**config.mk**
```make
export PLATFORM = sky130hd
export DESIGN_NAME = sorted_list_engine_flat
export DESIGN_NICKNAME = d
export VERILOG_FILES = /design/src/design/sle_pkg.sv /design/src/design/sle_req_if.sv /design/src/design/sle_rsp_if.sv /design/src/design/sle_cell.sv /design/src/design/sorted_list_engine.sv /design/src/flat_wrapper.sv
export SDC_FILE = /design/constraint.sdc
export NUM_CORES = 2
export LEC_CHECK = 0
export ABC_AREA = 1
export BUFFER_PORTS_ARGS = -buffer_cell sky130_fd_sc_hd__buf_2
export CORE_MARGIN = 5
export CORE_UTILIZATION = 40
export DETAILED_ROUTE_END_ITERATION = 12
export PLACE_DENSITY = 0.51
export SETUP_SLACK_MARGIN = 0.02
export SLEW_MARGIN = 40
export SYNTH_ARGS = -nofsm -noshare
export SYNTH_HDL_FRONTEND = slang
export SYNTH_HIERARCHICAL = 1
export SYNTH_SLANG_ARGS = --single-unit
```
**constraint.sdc**
```tcl
create_clock -name clk -period 17.95 [get_ports clk]
set_input_delay 0.8975 -clock clk [delete_from_list [all_inputs] [get_ports clk]]
set_output_delay 0.8975 -clock clk [all_outputs]
set_load 0.02 [all_outputs]
```
**src/design/sle_pkg.sv**
```systemverilog
// shared types and constants of the sorted list engine
`timescale 1ns / 1ps
`default_nettype none

package sle_pkg;

	localparam int DATA_W = 32;
	localparam int MODE_W = 3;
	localparam int POS_W  = 4;
	localparam int NUM_W  = 5;
	localparam int CAP_W  = 5;
	localparam int APB_W  = 32;
	localparam int ADDR_W = 3;

	localparam logic [CAP_W-1:0] CAP_RESET = 5'd16;

	// register index, taken from paddr[2]
	localparam logic REG_CAPACITY = 1'b0;
	localparam logic REG_ORDER    = 1'b1;

	typedef enum logic [MODE_W-1:0] {
		MODE_INSERT     = 3'd0,
		MODE_REMOVE     = 3'd1,
		MODE_REMOVE_ALL = 3'd2,
		MODE_GET        = 3'd3,
		MODE_FIND       = 3'd4,
		MODE_COUNT      = 3'd5
	} sle_mode_t;

	typedef enum logic [1:0] {
		CELL_HOLD = 2'd0,
		CELL_CMP  = 2'd1,
		CELL_INS  = 2'd2,
		CELL_DEL  = 2'd3
	} sle_cell_op_t;

	// broadcast to every cell
	typedef struct packed {
		sle_cell_op_t              op;
		logic signed [DATA_W-1:0]  key;
		logic                      descending;
	} sle_cmd_t;

	// per-cell control from the top level
	typedef struct packed {
		logic occ;
		logic sel;
		logic at_p;
		logic ge_p;
	} sle_lane_t;

	// what a cell shows its neighbours
	typedef struct packed {
		logic signed [DATA_W-1:0] entry;
		logic                     ahead;
		logic                     equal;
	} sle_link_t;

	typedef struct packed {
		logic                     ok;
		logic signed [DATA_W-1:0] data;
		logic [NUM_W-1:0]         number;
		logic                     now_empty;
		logic                     now_full;
	} sle_res_t;

endpackage

`default_nettype wire

```
**src/design/sle_req_if.sv**
```systemverilog
// request channel: mode, value and position with valid/ready
`timescale 1ns / 1ps
`default_nettype none

interface sle_req_if import sle_pkg::*; ();

	logic                     valid;
	logic                     ready;
	logic [MODE_W-1:0]        mode;
	logic signed [DATA_W-1:0] value;
	logic [POS_W-1:0]         position;

	modport source (output valid, output mode, output value, output position, input ready);
	modport sink (input valid, input mode, input value, input position, output ready);

endinterface

`default_nettype wire

```
**src/design/sle_rsp_if.sv**
```systemverilog
// result channel: ok, data, number and list flags with valid/ready
`timescale 1ns / 1ps
`default_nettype none

interface sle_rsp_if import sle_pkg::*; ();

	logic                     valid;
	logic                     ready;
	logic                     ok;
	logic signed [DATA_W-1:0] data;
	logic [NUM_W-1:0]         number;
	logic                     now_empty;
	logic                     now_full;

	modport source (output valid, output ok, output data, output number,
		output now_empty, output now_full, input ready);
	modport sink (input valid, input ok, input data, input number,
		input now_empty, input now_full, output ready);

endinterface

`default_nettype wire

```
**src/design/sle_cell.sv**
```systemverilog
// one list cell: holds an entry, compares it with the key and shifts with its neighbours
`timescale 1ns / 1ps
`default_nettype none

module sle_cell import sle_pkg::*; (
	input  logic                     clk,
	input  sle_cmd_t                 cmd,
	input  sle_lane_t                lane,
	input  sle_link_t                prev,
	input  sle_link_t                next,
	output sle_link_t                link,
	output logic signed [DATA_W-1:0] pick
);

	logic signed [DATA_W-1:0] entry_q;
	logic                     ahead_q;
	logic                     equal_q;
	logic signed [DATA_W-1:0] pick_q;
	logic                     precedes;

	assign precedes = cmd.descending ? (entry_q > cmd.key) : (entry_q < cmd.key);

	always_ff @(posedge clk) begin
		case (cmd.op)
			CELL_CMP: begin
				ahead_q <= lane.occ & precedes;
				equal_q <= lane.occ & (entry_q == cmd.key);
				pick_q  <= lane.sel ? entry_q : '0;
			end
			CELL_INS: begin
				if (lane.at_p) begin
					entry_q <= cmd.key;
				end else if (lane.ge_p) begin
					entry_q <= prev.entry;
				end
			end
			// flags travel with the entry so a repeated removal can re-scan
			CELL_DEL: begin
				if (lane.ge_p) begin
					entry_q <= next.entry;
					ahead_q <= next.ahead;
					equal_q <= next.equal;
				end
			end
			default: begin
			end
		endcase
	end

	assign link.entry = entry_q;
	assign link.ahead = ahead_q;
	assign link.equal = equal_q;
	assign pick       = pick_q;

endmodule

`default_nettype wire

```
**src/design/sorted_list_engine.sv**
```systemverilog
// top level of the sorted list engine: control sequencer, config registers and cell row
//
// Keeps up to DEPTH signed 32-bit values in sorted order, ascending or descending.
// Requests arrive on req (mode, value, position) and each gives exactly one result
// on rsp (ok, data, number, now_empty, now_full); transfers need valid and ready high.
// The APB port sets capacity_in_use (0x0) and order_descending (0x4); write these
// only while no request is in flight.
// Timing: every cell compares its entry with the key in the transfer cycle, the next
// cycle picks the first entry that does not precede the key (a carry across the
// flag vector) and shifts the row. Remove-all shifts the row once per removed entry,
// and count clears one match per cycle.
// A finished result sits in the output register; req accepts the next request
// while it waits, and a second result holds in the sequencer until rsp frees.
// Reset empties the list, restores capacity 16 and ascending order; entries keep
// whatever they hold and are never read until written.
`timescale 1ns / 1ps
`default_nettype none

module sorted_list_engine import sle_pkg::*; #(
	parameter int unsigned DEPTH = 16
) (
	input  logic              clk,
	input  logic              arst_n,
	sle_req_if.sink           req,
	sle_rsp_if.source         rsp,
	input  logic              psel,
	input  logic              penable,
	input  logic              pwrite,
	input  logic [ADDR_W-1:0] paddr,
	input  logic [APB_W-1:0]  pwdata,
	output logic [APB_W-1:0]  prdata,
	output logic              pready
);

	localparam int CW = $clog2(DEPTH + 1);
	localparam int MW = (CW > NUM_W) ? CW : NUM_W;

	typedef enum logic [2:0] {
		S_IDLE,
		S_EXEC,
		S_PURGE,
		S_TALLY,
		S_FIN
	} state_t;

	state_t                   state_q, state_d;
	logic [CW-1:0]            cnt_q, cnt_d;
	logic [CW-1:0]            n_q, n_d;
	logic [DEPTH-1:0]         tally_q, tally_d;
	logic [CAP_W-1:0]         cap_q;
	logic                     desc_q;
	logic [MODE_W-1:0]        mode_q;
	logic signed [DATA_W-1:0] key_q;
	logic [POS_W-1:0]         pos_q;
	sle_res_t                 res_q, res_d, out_q;
	logic                     out_valid_q;
	logic                     out_free;
	logic                     done;
	logic                     accept;

	sle_cmd_t                 cmd;
	sle_cell_op_t             cell_op;
	sle_lane_t                lane [DEPTH];
	sle_link_t                link [DEPTH];
	logic signed [DATA_W-1:0] pick [DEPTH];
	logic signed [DATA_W-1:0] pick_or;

	logic [DEPTH:0]           b_vec, e_vec, b_inc, first_t, below;
	logic [CW-1:0]            p;
	logic                     hit;
	logic [MW-1:0]            eff;

	function automatic logic [NUM_W-1:0] to_num(input logic [MW-1:0] x);
		return x[NUM_W-1:0];
	endfunction

	// configuration port
	assign pready = 1'b1;

	always_ff @(posedge clk or negedge arst_n) begin
		if (!arst_n) begin
			cap_q  <= CAP_RESET;
			desc_q <= 1'b0;
		end else if (psel && penable && pwrite) begin
			case (paddr[2])
				REG_CAPACITY: cap_q  <= pwdata[CAP_W-1:0];
				REG_ORDER:    desc_q <= pwdata[0];
				default: begin
				end
			endcase
		end
	end

	always_comb begin
		case (paddr[2])
			REG_CAPACITY: prdata = APB_W'(cap_q);
			REG_ORDER:    prdata = APB_W'(desc_q);
			default:      prdata = '0;
		endcase
	end

	// capacity zero acts as one, above the row as the row
	always_comb begin
		if (cap_q == '0) begin
			eff = MW'(1);
		end else if (MW'(cap_q) > MW'(DEPTH)) begin
			eff = MW'(DEPTH);
		end else begin
			eff = MW'(cap_q);
		end
	end

	// flag vectors with an empty slot on top as the end marker
	always_comb begin
		for (int i = 0; i < DEPTH; i++) begin
			b_vec[i] = link[i].ahead;
			e_vec[i] = link[i].equal;
		end
		b_vec[DEPTH] = 1'b0;
		e_vec[DEPTH] = 1'b0;
	end

	// first entry that does not precede the key, found by the carry of b + 1
	assign b_inc   = b_vec + 1'b1;
	assign first_t = ~b_vec & b_inc;
	assign below   = (b_inc ^ b_vec) >> 1;
	assign hit     = |(first_t & e_vec);

	always_comb begin
		p = '0;
		for (int i = 0; i <= DEPTH; i++) begin
			p = p | (first_t[i] ? CW'(i) : '0);
		end
	end

	always_comb begin
		pick_or = '0;
		for (int i = 0; i < DEPTH; i++) begin
			pick_or = pick_or | pick[i];
		end
	end

	always_comb begin
		for (int i = 0; i < DEPTH; i++) begin
			lane[i].occ  = (CW'(i) < cnt_q);
			lane[i].sel  = (32'(i) == 32'(req.position));
			lane[i].at_p = first_t[i];
			lane[i].ge_p = ~below[i];
		end
	end

	assign accept   = req.valid && req.ready;
	assign out_free = !out_valid_q || rsp.ready;

	// sequencer
	always_comb begin
		state_d = state_q;
		cnt_d   = cnt_q;
		n_d     = n_q;
		tally_d = tally_q;
		cell_op = CELL_HOLD;
		done    = 1'b0;
		res_d   = '0;
		case (state_q)
			S_IDLE: begin
				if (req.valid) begin
					cell_op = CELL_CMP;
					state_d = S_EXEC;
				end
			end
			S_EXEC: begin
				case (mode_q)
					MODE_INSERT: begin
						if (MW'(cnt_q) < eff) begin
							cell_op      = CELL_INS;
							cnt_d        = cnt_q + 1'b1;
							res_d.ok     = 1'b1;
							res_d.data   = key_q;
							res_d.number = to_num(MW'(p));
						end
						done = 1'b1;
					end
					MODE_REMOVE: begin
						if (hit) begin
							cell_op      = CELL_DEL;
							cnt_d        = cnt_q - 1'b1;
							res_d.ok     = 1'b1;
							res_d.data   = key_q;
							res_d.number = to_num(MW'(p));
						end
						done = 1'b1;
					end
					MODE_REMOVE_ALL: begin
						n_d     = '0;
						state_d = S_PURGE;
					end
					MODE_GET: begin
						if (MW'(pos_q) < MW'(cnt_q)) begin
							res_d.ok     = 1'b1;
							res_d.data   = pick_or;
							res_d.number = to_num(MW'(pos_q));
						end
						done = 1'b1;
					end
					MODE_FIND: begin
						if (hit) begin
							res_d.ok     = 1'b1;
							res_d.data   = key_q;
							res_d.number = to_num(MW'(p));
						end
						done = 1'b1;
					end
					MODE_COUNT: begin
						tally_d = e_vec[DEPTH-1:0];
						n_d     = '0;
						state_d = S_TALLY;
					end
					default: begin
						done = 1'b1;
					end
				endcase
			end
			// one removal per cycle, the scan restarts on the shifted flags
			S_PURGE: begin
				if (hit) begin
					cell_op = CELL_DEL;
					cnt_d   = cnt_q - 1'b1;
					n_d     = n_q + 1'b1;
				end else begin
					res_d.ok     = (n_q != '0);
					res_d.data   = (n_q != '0) ? key_q : '0;
					res_d.number = to_num(MW'(n_q));
					done         = 1'b1;
				end
			end
			// clear the lowest match each cycle
			S_TALLY: begin
				if (tally_q != '0) begin
					tally_d = tally_q & (tally_q - 1'b1);
					n_d     = n_q + 1'b1;
				end else begin
					res_d.ok     = (n_q != '0);
					res_d.data   = key_q;
					res_d.number = to_num(MW'(n_q));
					done         = 1'b1;
				end
			end
			S_FIN: begin
				if (out_free) begin
					state_d = S_IDLE;
				end
			end
			default: begin
				state_d = S_IDLE;
			end
		endcase
		res_d.now_empty = (cnt_d == '0);
		res_d.now_full  = (MW'(cnt_d) >= eff);
		if (done) begin
			state_d = out_free ? S_IDLE : S_FIN;
		end
	end

	always_ff @(posedge clk or negedge arst_n) begin
		if (!arst_n) begin
			state_q     <= S_IDLE;
			cnt_q       <= '0;
			n_q         <= '0;
			tally_q     <= '0;
			mode_q      <= '0;
			key_q       <= '0;
			pos_q       <= '0;
			res_q       <= '0;
			out_q       <= '0;
			out_valid_q <= 1'b0;
		end else begin
			state_q <= state_d;
			cnt_q   <= cnt_d;
			n_q     <= n_d;
			tally_q <= tally_d;
			if (accept) begin
				mode_q <= req.mode;
				key_q  <= req.value;
				pos_q  <= req.position;
			end
			if (done && out_free) begin
				out_q       <= res_d;
				out_valid_q <= 1'b1;
			end else if (done) begin
				res_q <= res_d;
			end else if (state_q == S_FIN && out_free) begin
				out_q       <= res_q;
				out_valid_q <= 1'b1;
			end else if (rsp.ready) begin
				out_valid_q <= 1'b0;
			end
		end
	end

	assign req.ready     = (state_q == S_IDLE);
	assign rsp.valid     = out_valid_q;
	assign rsp.ok        = out_q.ok;
	assign rsp.data      = out_q.data;
	assign rsp.number    = out_q.number;
	assign rsp.now_empty = out_q.now_empty;
	assign rsp.now_full  = out_q.now_full;

	// cell row
	assign cmd.op         = cell_op;
	assign cmd.key        = (state_q == S_IDLE) ? req.value : key_q;
	assign cmd.descending = desc_q;

	for (genvar g = 0; g < DEPTH; g++) begin : g_cell
		sle_link_t prev_l, next_l;
		if (g == 0) begin : g_first
			assign prev_l = '0;
		end else begin : g_mid_prev
			assign prev_l = link[g-1];
		end
		if (g == DEPTH - 1) begin : g_last
			assign next_l = '0;
		end else begin : g_mid_next
			assign next_l = link[g+1];
		end
		sle_cell u_cell (
			.clk  (clk),
			.cmd  (cmd),
			.lane (lane[g]),
			.prev (prev_l),
			.next (next_l),
			.link (link[g]),
			.pick (pick[g])
		);
	end

	a_cnt_bound: assert property (@(posedge clk) disable iff (!arst_n)
		MW'(cnt_q) <= MW'(DEPTH))
		else $error("entry count beyond the row");

	a_accept_exec: assert property (@(posedge clk) disable iff (!arst_n)
		accept |=> state_q == S_EXEC)
		else $error("accepted request not executed next cycle");

	a_fin_busy: assert property (@(posedge clk) disable iff (!arst_n)
		state_q == S_FIN |-> out_valid_q)
		else $error("result held back while output register free");

	a_ins_grow: assert property (@(posedge clk) disable iff (!arst_n)
		(state_q == S_EXEC && cell_op == CELL_INS) |=> cnt_q == $past(cnt_q) + 1'b1)
		else $error("insert did not grow the list");

	a_purge_shrink: assert property (@(posedge clk) disable iff (!arst_n)
		(state_q == S_PURGE && hit) |=> cnt_q == $past(cnt_q) - 1'b1)
		else $error("removal did not shrink the list");

endmodule

`default_nettype wire

```
**src/flat_wrapper.sv**
```systemverilog
// flat-port wrapper written by rule: the top's interface ports become plain ports
module sorted_list_engine_flat import sle_pkg::*;
#(
	parameter int unsigned DEPTH = 16
)
  (clk, arst_n, psel, penable, pwrite, paddr, pwdata, prdata, pready, req_valid, req_mode, req_value, req_position, req_ready, rsp_valid, rsp_ok, rsp_data, rsp_number, rsp_now_empty, rsp_now_full, rsp_ready);
  sle_req_if req_i ();
  sle_rsp_if rsp_i ();
  input  logic clk;
  input  logic arst_n;
  input  logic psel;
  input  logic penable;
  input  logic pwrite;
  input  logic [ADDR_W-1:0] paddr;
  input  logic [APB_W-1:0] pwdata;
  output logic [APB_W-1:0] prdata;
  output logic pready;
  input wire logic [$bits(req_i.valid)-1:0] req_valid;
  input wire logic [$bits(req_i.mode)-1:0] req_mode;
  input wire logic [$bits(req_i.value)-1:0] req_value;
  input wire logic [$bits(req_i.position)-1:0] req_position;
  output wire logic [$bits(req_i.ready)-1:0] req_ready;
  output wire logic [$bits(rsp_i.valid)-1:0] rsp_valid;
  output wire logic [$bits(rsp_i.ok)-1:0] rsp_ok;
  output wire logic [$bits(rsp_i.data)-1:0] rsp_data;
  output wire logic [$bits(rsp_i.number)-1:0] rsp_number;
  output wire logic [$bits(rsp_i.now_empty)-1:0] rsp_now_empty;
  output wire logic [$bits(rsp_i.now_full)-1:0] rsp_now_full;
  input wire logic [$bits(rsp_i.ready)-1:0] rsp_ready;
  assign req_i.valid = req_valid;
  assign req_i.mode = req_mode;
  assign req_i.value = req_value;
  assign req_i.position = req_position;
  assign req_ready = req_i.ready;
  assign rsp_valid = rsp_i.valid;
  assign rsp_ok = rsp_i.ok;
  assign rsp_data = rsp_i.data;
  assign rsp_number = rsp_i.number;
  assign rsp_now_empty = rsp_i.now_empty;
  assign rsp_now_full = rsp_i.now_full;
  assign rsp_i.ready = rsp_ready;
  sorted_list_engine #(.DEPTH(DEPTH)) u_core (.clk(clk), .arst_n(arst_n), .req(req_i), .rsp(rsp_i), .psel(psel), .penable(penable), .pwrite(pwrite), .paddr(paddr), .pwdata(pwdata), .prdata(prdata), .pready(pready));
endmodule
```
# After elaboration in Yosys (flattened, before gate mapping)
# Index checks and enable logic that the tools add are counted.
dict set report word_totals {
  out_inout_bits 75
  ff_bits 1211
  elab_cells 562
}
dict set report op_classes {
  n_addsub 5
  n_bitwise 69
  muxes 204
  order_cmp 52
  eq_ne 84
  n_reduce_logical 64
}
# op n
set op_table {}
lappend op_table {{$mux 32} 50}
lappend op_table {{$pmux 32 s2} 17}
lappend op_table {{$eq 32x32->1} 16}
lappend op_table {{$gt 32x32->1} 16}
lappend op_table {{$lt 32x32->1} 16}
lappend op_table {{$or 32x32->32} 15}
lappend op_table {{$pmux 38 s3} 2}
lappend op_table {{$mux 38} 5}
lappend op_table {{$mux 40} 3}
lappend op_table {{$or 5x5->5} 15}
lappend op_table {{$pmux 1 s2} 32}
lappend op_table {{$mux 1} 56}
lappend op_table {{$reduce_and 3->1} 17}
lappend op_table {{$ne 3x2->1 const B} 16}
lappend op_table {{$reduce_and 2->1} 21}
lappend op_table {{$lt 4x5->1 const A} 8}
lappend op_table {{$mux 5} 8}
lappend op_table {{$ne 2x2->1 const B} 19}
lappend op_table {{$and 1x1->1} 32}
lappend op_table {{$eq 4x4->1 const A} 8}
lappend op_table {{$mux 16} 2}
lappend op_table {{$mux 4} 8}
lappend op_table {{$pmux 16 s2} 1}
lappend op_table {{$mux 3} 8}
lappend op_table {{other kinds (50)} 87}

# Depth between registers and ports, before layout
dict set report depth {
  word_depth 22
  depth_mapped 27
  ltp_nobuf 27
}

# Modules after synthesis
# The synthesis kept the hierarchy.
# mod seq_area_each_um2 instances area_per_inst_um2 cells_each
set modules_own_cells {}
lappend modules_own_cells {sle_cell 1981.9 16 3844.9 439}
lappend modules_own_cells {sorted_list_engine 3880.0 1 10737.8 1509}

# Worst setup path after synthesis
# Ideal clock, no wire load.
dict set report synth_timing {
  path_type {register to register}
  from {reg u_core.cap_q[4]}
  to {reg u_core.g_cell[1].u_cell.entry_q[0] (enable)}
  arrival_time_ns 7.302
  required_time_ns 17.480
  path_stages_with_launch 12
  setup_slack_ns 10.178
  synth_period_minus_slack_ns 7.772
  path_cell_list {dfstp_2 > inv_1 > nand2_1 > ha_1 > a21oi_1 > nor2_1 > a211oi_1 > nand2_1 > inv_1 > a22oi_2 > o21ai_0 > a21boi_0}
}
dict set report synth_via {
  elab_chain_cells 10
  word_cells_on_any_way 14
}
# element line
set synth_rtl {}
lappend synth_rtl {{start, declared} sorted_list_engine.sv:50} ;# logic [CAP_W-1:0] cap_q;
lappend synth_rtl {{start signal, assigned} sorted_list_engine.sv:86} ;# REG_CAPACITY: cap_q <= pwdata[CAP_W-1:0];
lappend synth_rtl {{$gt 5x5->1} sorted_list_engine.sv:106} ;# end else if (MW'(cap_q) > MW'(DEPTH)) begin
lappend synth_rtl {{$mux 5} sorted_list_engine.sv:106}
lappend synth_rtl {{$mux 5 *} sorted_list_engine.sv:104} ;# if (cap_q == '0) begin
lappend synth_rtl {{$lt 5x5->1 *} sorted_list_engine.sv:174} ;# if (MW'(cnt_q) < eff) begin
lappend synth_rtl {{$mux 2 *} sorted_list_engine.sv:174}
lappend synth_rtl {{$pmux 2 s2 *} sorted_list_engine.sv:172} ;# case (mode_q)
lappend synth_rtl {{$pmux 2 s3 *} sorted_list_engine.sv:164} ;# case (state_q)
lappend synth_rtl {{net u_core.cell_op[1]} sorted_list_engine.sv:62} ;# sle_cell_op_t cell_op;
lappend synth_rtl {{$eq 2x2->1} sle_cell.sv:24} ;# case (cmd.op)
lappend synth_rtl {{$ne 3x2->1 (no source line), or another cell as far along} -}
lappend synth_rtl {{$reduce_and 3->1 (no source line) *} -}
lappend synth_rtl {{end signal, assigned} sle_cell.sv:32} ;# entry_q <= cmd.key;
lappend synth_rtl {{end signal, assigned} sle_cell.sv:34} ;# entry_q <= prev.entry;
lappend synth_rtl {{end signal, assigned} sle_cell.sv:40} ;# entry_q <= next.entry;
lappend synth_rtl {{end, declared} sle_cell.sv:15} ;# logic signed [DATA_W-1:0] entry_q;
# Mark *: on every way through the listed nets, which the timed path passes. The rest lies on a longest branch.
# A chain may end at the register's enable or synchronous reset.

# Final worst setup path
dict set report layout_timing {
  from {reg u_core.g_cell[1].u_cell.ahead_q}
  to {reg u_core.g_cell[4].u_cell.entry_q[13] (data pin)}
}
dict set report layout_via {
  elab_chain_cells 9
  word_cells_on_any_way 12
}
# element line
set layout_rtl {}
lappend layout_rtl {{start, declared} sle_cell.sv:16} ;# logic ahead_q;
lappend layout_rtl {{start signal, assigned} sle_cell.sv:26} ;# ahead_q <= lane.occ & precedes;
lappend layout_rtl {{start signal, assigned} sle_cell.sv:41} ;# ahead_q <= next.ahead;
lappend layout_rtl {{$add 16x1->17 *} sorted_list_engine.sv:124} ;# assign b_inc = b_vec + 1'b1;
lappend layout_rtl {{$and 17x17->17 *} sorted_list_engine.sv:125} ;# assign first_t = ~b_vec & b_inc;
lappend layout_rtl {{net u_core.first_t[3]} sorted_list_engine.sv:68} ;# logic [DEPTH:0] b_vec, e_vec, b_inc, first_t, below;
lappend layout_rtl {{$and 17x16->17 *} sorted_list_engine.sv:127} ;# assign hit = |(first_t & e_vec);
lappend layout_rtl {{$reduce_or 17->1 *} sorted_list_engine.sv:127}
lappend layout_rtl {{$mux 2 *} {sorted_list_engine.sv:184, sorted_list_engine.sv:225}}
lappend layout_rtl {{$pmux 2 s2} sorted_list_engine.sv:172}
lappend layout_rtl {{$pmux 2 s3 *} sorted_list_engine.sv:164}
lappend layout_rtl {{net u_core.cell_op[1]} sorted_list_engine.sv:62}
lappend layout_rtl {{$eq 2x2->1} sle_cell.sv:24}
lappend layout_rtl {{$pmux 32 s2 *} sle_cell.sv:24}
lappend layout_rtl {{end signal, assigned} sle_cell.sv:32}
lappend layout_rtl {{end signal, assigned} sle_cell.sv:34}
lappend layout_rtl {{end signal, assigned} sle_cell.sv:40}
lappend layout_rtl {{end, declared} sle_cell.sv:15}
# Marks and branches as above.

==> results.sh <==
export IMPL_power_total_uw=16000
export IMPL_synth_ff_type="edfxtp_1"
export IMPL_netlist_area_um2=72300
export IMPL_first_pass_iters=5
export IMPL_syn_avg_cell_area_um2=8.47
export IMPL_vias=58500
export IMPL_min_period_over_period_pct=29.4
export IMPL_clock_skew_ns=0.0357
export IMPL_rsz0062_at_grt="no"
export IMPL_synthCells=8533
export IMPL_drive_gt1_share_pct=9.15
export IMPL_ir_drop_uv=96.9
export IMPL_die_area_um2=189000
export IMPL_die_w_um=435
export IMPL_worst_pin_slew_ns=0.999
export IMPL_powerDensity_nw_per_um2=196
export IMPL_grt_ovfl_total=0
export IMPL_clkPwrFrac_pct=19.0
export IMPL_synth_edf_count=1056
export IMPL_crit_required_ns=18.44
export IMPL_tns_ns=0
export IMPL_fin_nets=9227
export IMPL_cts_tree="done"
export IMPL_p_seq_share_pct=34.2
export IMPL_ctsHoldBuffers=0
export IMPL_path_clk_slew_ns=0.06
export IMPL_async_flop_share_pct=12.8
export IMPL_htreeDepth=4
export IMPL_slew_headroom_pct=32.8
export IMPL_synth_area_leader_cell="edfxtp_1"
export IMPL_core_area_um2=180000
export IMPL_arrival_ns=5.77
export IMPL_fmax_mhz=189
export IMPL_postRouteAntennaNets=0
export IMPL_place_congestion=0.927
export IMPL_setup_viol=0
export IMPL_grt_pass1_wl_um=367000
export IMPL_grt_start_max_net_pins=88
export IMPL_combPwrFrac_pct=46.7
export IMPL_clk_latency_ns=0.82
export IMPL_antenna_found_initial=13
export IMPL_place_hpwl_um=186000
export IMPL_period_minus_slack_ns=5.28
export IMPL_drc=0
export IMPL_drtIter0Drc=5930
export IMPL_chipHeight_um=435
export IMPL_synth_top_area_share_pct=43.9
export IMPL_synth_seq_area_share_pct=49.3
export IMPL_grtUsageTotal_pct=25.9
export IMPL_ys_top_cells_by_area="edfxtp_1 (44%), nand2_1 (13%), ha_1 (9.1%), o21ai_0 (7.9%), inv_1 (7.1%)"
export IMPL_min_path_type="input pin to asynchronous set/reset pin"
export IMPL_path_class="register to register"
export IMPL_port_buffers=98
export IMPL_synth_warning_count=6
export IMPL_final_hold_violation_count=0
export IMPL_max_cap_viol_count=0
export IMPL_num_rows=156
export IMPL_io_pins=156
export IMPL_status="finished clean"
export IMPL_grt_pass1_vias=54800
export IMPL_cts_sinks=1211
export IMPL_startpoint_type="register"
export IMPL_p_leak_uw=0.0365
export IMPL_cts_buffers=147
export IMPL_ctsResizeCount=0
export IMPL_p_sw_share_pct=46.1
export IMPL_routed_wl_um=251000
export IMPL_finalMaxSlewViolations=0
export IMPL_initial_core_util_pct=40.1
export IMPL_cts_setup_buffers=0
export IMPL_synth_cell_types=60
export IMPL_intPower_uw=8620
export IMPL_crit_path_max_fanout=67
export IMPL_ys_ff_latch=1211
export IMPL_cts_buffer_depth=3
export IMPL_wl_per_cell_um=22.6
export IMPL_clockRootBuffer="clkbuf_16"
export IMPL_areaGrowthSynthToFinish_pct=12.6
export IMPL_critPathCaptureType="register"
export IMPL_switchingPower_uw=7360
export IMPL_avgViaCountPerCell=5.27
[flip-flops by register name, summed over array words and instances, names as in the netlist]
name                          flops
u_core/cap_q                      5
u_core/cnt_q                      5
u_core/desc_q                     1
u_core/g_cell.u_cell/ahead_q     16
u_core/g_cell.u_cell/entry_q    512
u_core/g_cell.u_cell/equal_q     16
u_core/g_cell.u_cell/pick       512
u_core/key_q                     32
u_core/mode_q                     3
u_core/n_q                        5
u_core/pos_q                      4
u_core/res_q                     40
u_core/rsp.data                  32
u_core/rsp.now_empty              1
u_core/rsp.now_full               1
u_core/rsp.number                 5
u_core/rsp.ok                     1
u_core/rsp.valid                  1
u_core/state_q                    3
u_core/tally_q                   16
[per-stage QoR]
stage,instances,util (%),instance area [um2],hold slack (ns),setup slack (ns)
floorplan,8625,-,72600,0.444,10.18
finish,11100,45.2,81300,0.127,12.67
CTS,11100,45.1,81300,0.107,12.80
global placement,10800,42.2,76000,0.460,12.72
detailed placement,10800,42.5,76500,0.464,12.80
global route,11100,45.2,81300,0.153,12.37
[routing by layer]
metal,share of wire [%],wire length [um],track usage (%)
met5,0.0052,13,0
met3,7.5,19000,4.09
met1,46,116000,38.0
met4,4.6,11700,10.7
met2,42,105000,38.1
[cell usage in the layout, fill, tap and decap left out, types with 17 or more instances in the layout]
master | synthesis | final
ha_1 | 528 | 528
o21ai_1 | 152 | 153
nor3_1 | 59 | 59
inv_1 | 1376 | 1356
nand4_1 | 86 | 86
o21bai_2 | 26 | 26
o21ai_4 | 0 | 17
nor4_2 | 0 | 27
clkinv_1 | 3 | 44
clkbuf_16 | 0 | 153
nor2_4 | 1 | 28
conb_1 | 2 | 94
nor2_2 | 55 | 70
o21ai_0 | 1146 | 1112
nand3_2 | 18 | 19
a21oi_1 | 275 | 275
nor4_4 | 0 | 17
nand2_1 | 2435 | 2434
o21ai_2 | 20 | 36
nor4_1 | 130 | 86
nand3_1 | 156 | 155
edfxtp_1 | 1056 | 1056
dfrtp_1 | 154 | 153
clkinv_2 | 0 | 28
nor2_1 | 290 | 248
buf_4 | 61 | 126
o21a_1 | 17 | 17
buf_2 | 49 | 97
clkbuf_1 | 241 | 27
nand2_2 | 35 | 36
[cell usage after synthesis (16+ instances only)]
cell type / n
nand4_4: 16
buf_2: 49
o21ai_2: 20
buf_1: 36
a21o_1: 16
nand2_1: 2435
clkbuf_1: 241
nor2_2: 55
nand3_1: 156
inv_1: 1376
nor4_1: 130
edfxtp_1: 1056
o21ai_0: 1146
dfrtp_1: 154
buf_4: 61
nor2_1: 290
o21ai_1: 152
nor3_1: 59
a21oi_1: 275
nand4_1: 86
a21boi_0: 16
ha_1: 528
o21a_1: 17
nand2_2: 35
nand3_2: 18
o21bai_2: 26
[power by group through the flow]
| stage | registers [uW] | clock network [uW] | logic [uW] |
|---|---|---|---|
| after CTS | 5450 | 3100 | 7440 |
| final | 5470 | 3040 | 7470 |
| after detailed placement | 5490 | 0 | 7390 |
| after global placement | 5440 | 0 | 7190 |
| after floorplan | 5100 | 0 | 4870 |
| after global routing | 5570 | 3210 | 8340 |
[logic make-up after synthesis]
family,count (synthesis),share of synthesized area [%]
and+or+nand+nor,3297,19.3
buffers and inverters,1783,9.71
AOI/OAI and AO/OA,1705,12.5
DFF,1211,49.3
adders and majority gates,528,9.14
xor gates and xnor gates,7,0.0849
other,2,0.0104
[path summary, 6_finish.rpt]
kind	from	end	slack, ns	depth (start not counted)
max in group asynchronous	arst_n	u_core/desc_q	16.65	2
worst min register to register	u_core/rsp.data[4]	u_core/rsp.data[4]	0.47	2
worst max-delay path	u_core/g_cell[1].u_cell/ahead_q	u_core/g_cell[4].u_cell/entry_q[13]	12.67	16
worst max register to register	u_core/g_cell[1].u_cell/ahead_q	u_core/g_cell[4].u_cell/entry_q[13]	12.67	16
min in group clk	pwdata[4]	u_core/cap_q[4]	0.37	3
worst min-delay path	arst_n	u_core/res_q[8]	0.13	1
[critical path, stage by stage (launching register included)]
cell	delay (ns)
edfxtp_1	0.56
nand3_2	0.24
nor2_4	0.12
buf_4	0.64
nand2_1	0.10
nand3_1	0.13
nor2_1	0.05
nand2_1	0.17
nor2_2	0.09
nand3_2	0.24
a22oi_2	0.16
o21ai_4	0.51
buf_4	0.71
nand2_1	0.18
inv_2	0.07
buf_4	0.60
o21ai_0	0.22
[area by class of cell]
class,instances,area [um2]
sequential,1211,35600
clock inverter,84,805
inverter,1392,5240
timing repair buffer,235,1610
tap,2370,2970
fill,17700,98800
antenna,1,2.50
clock buffer,187,4030
multi-input combinational,5631,31100
(Power assumes the default switching activity.)
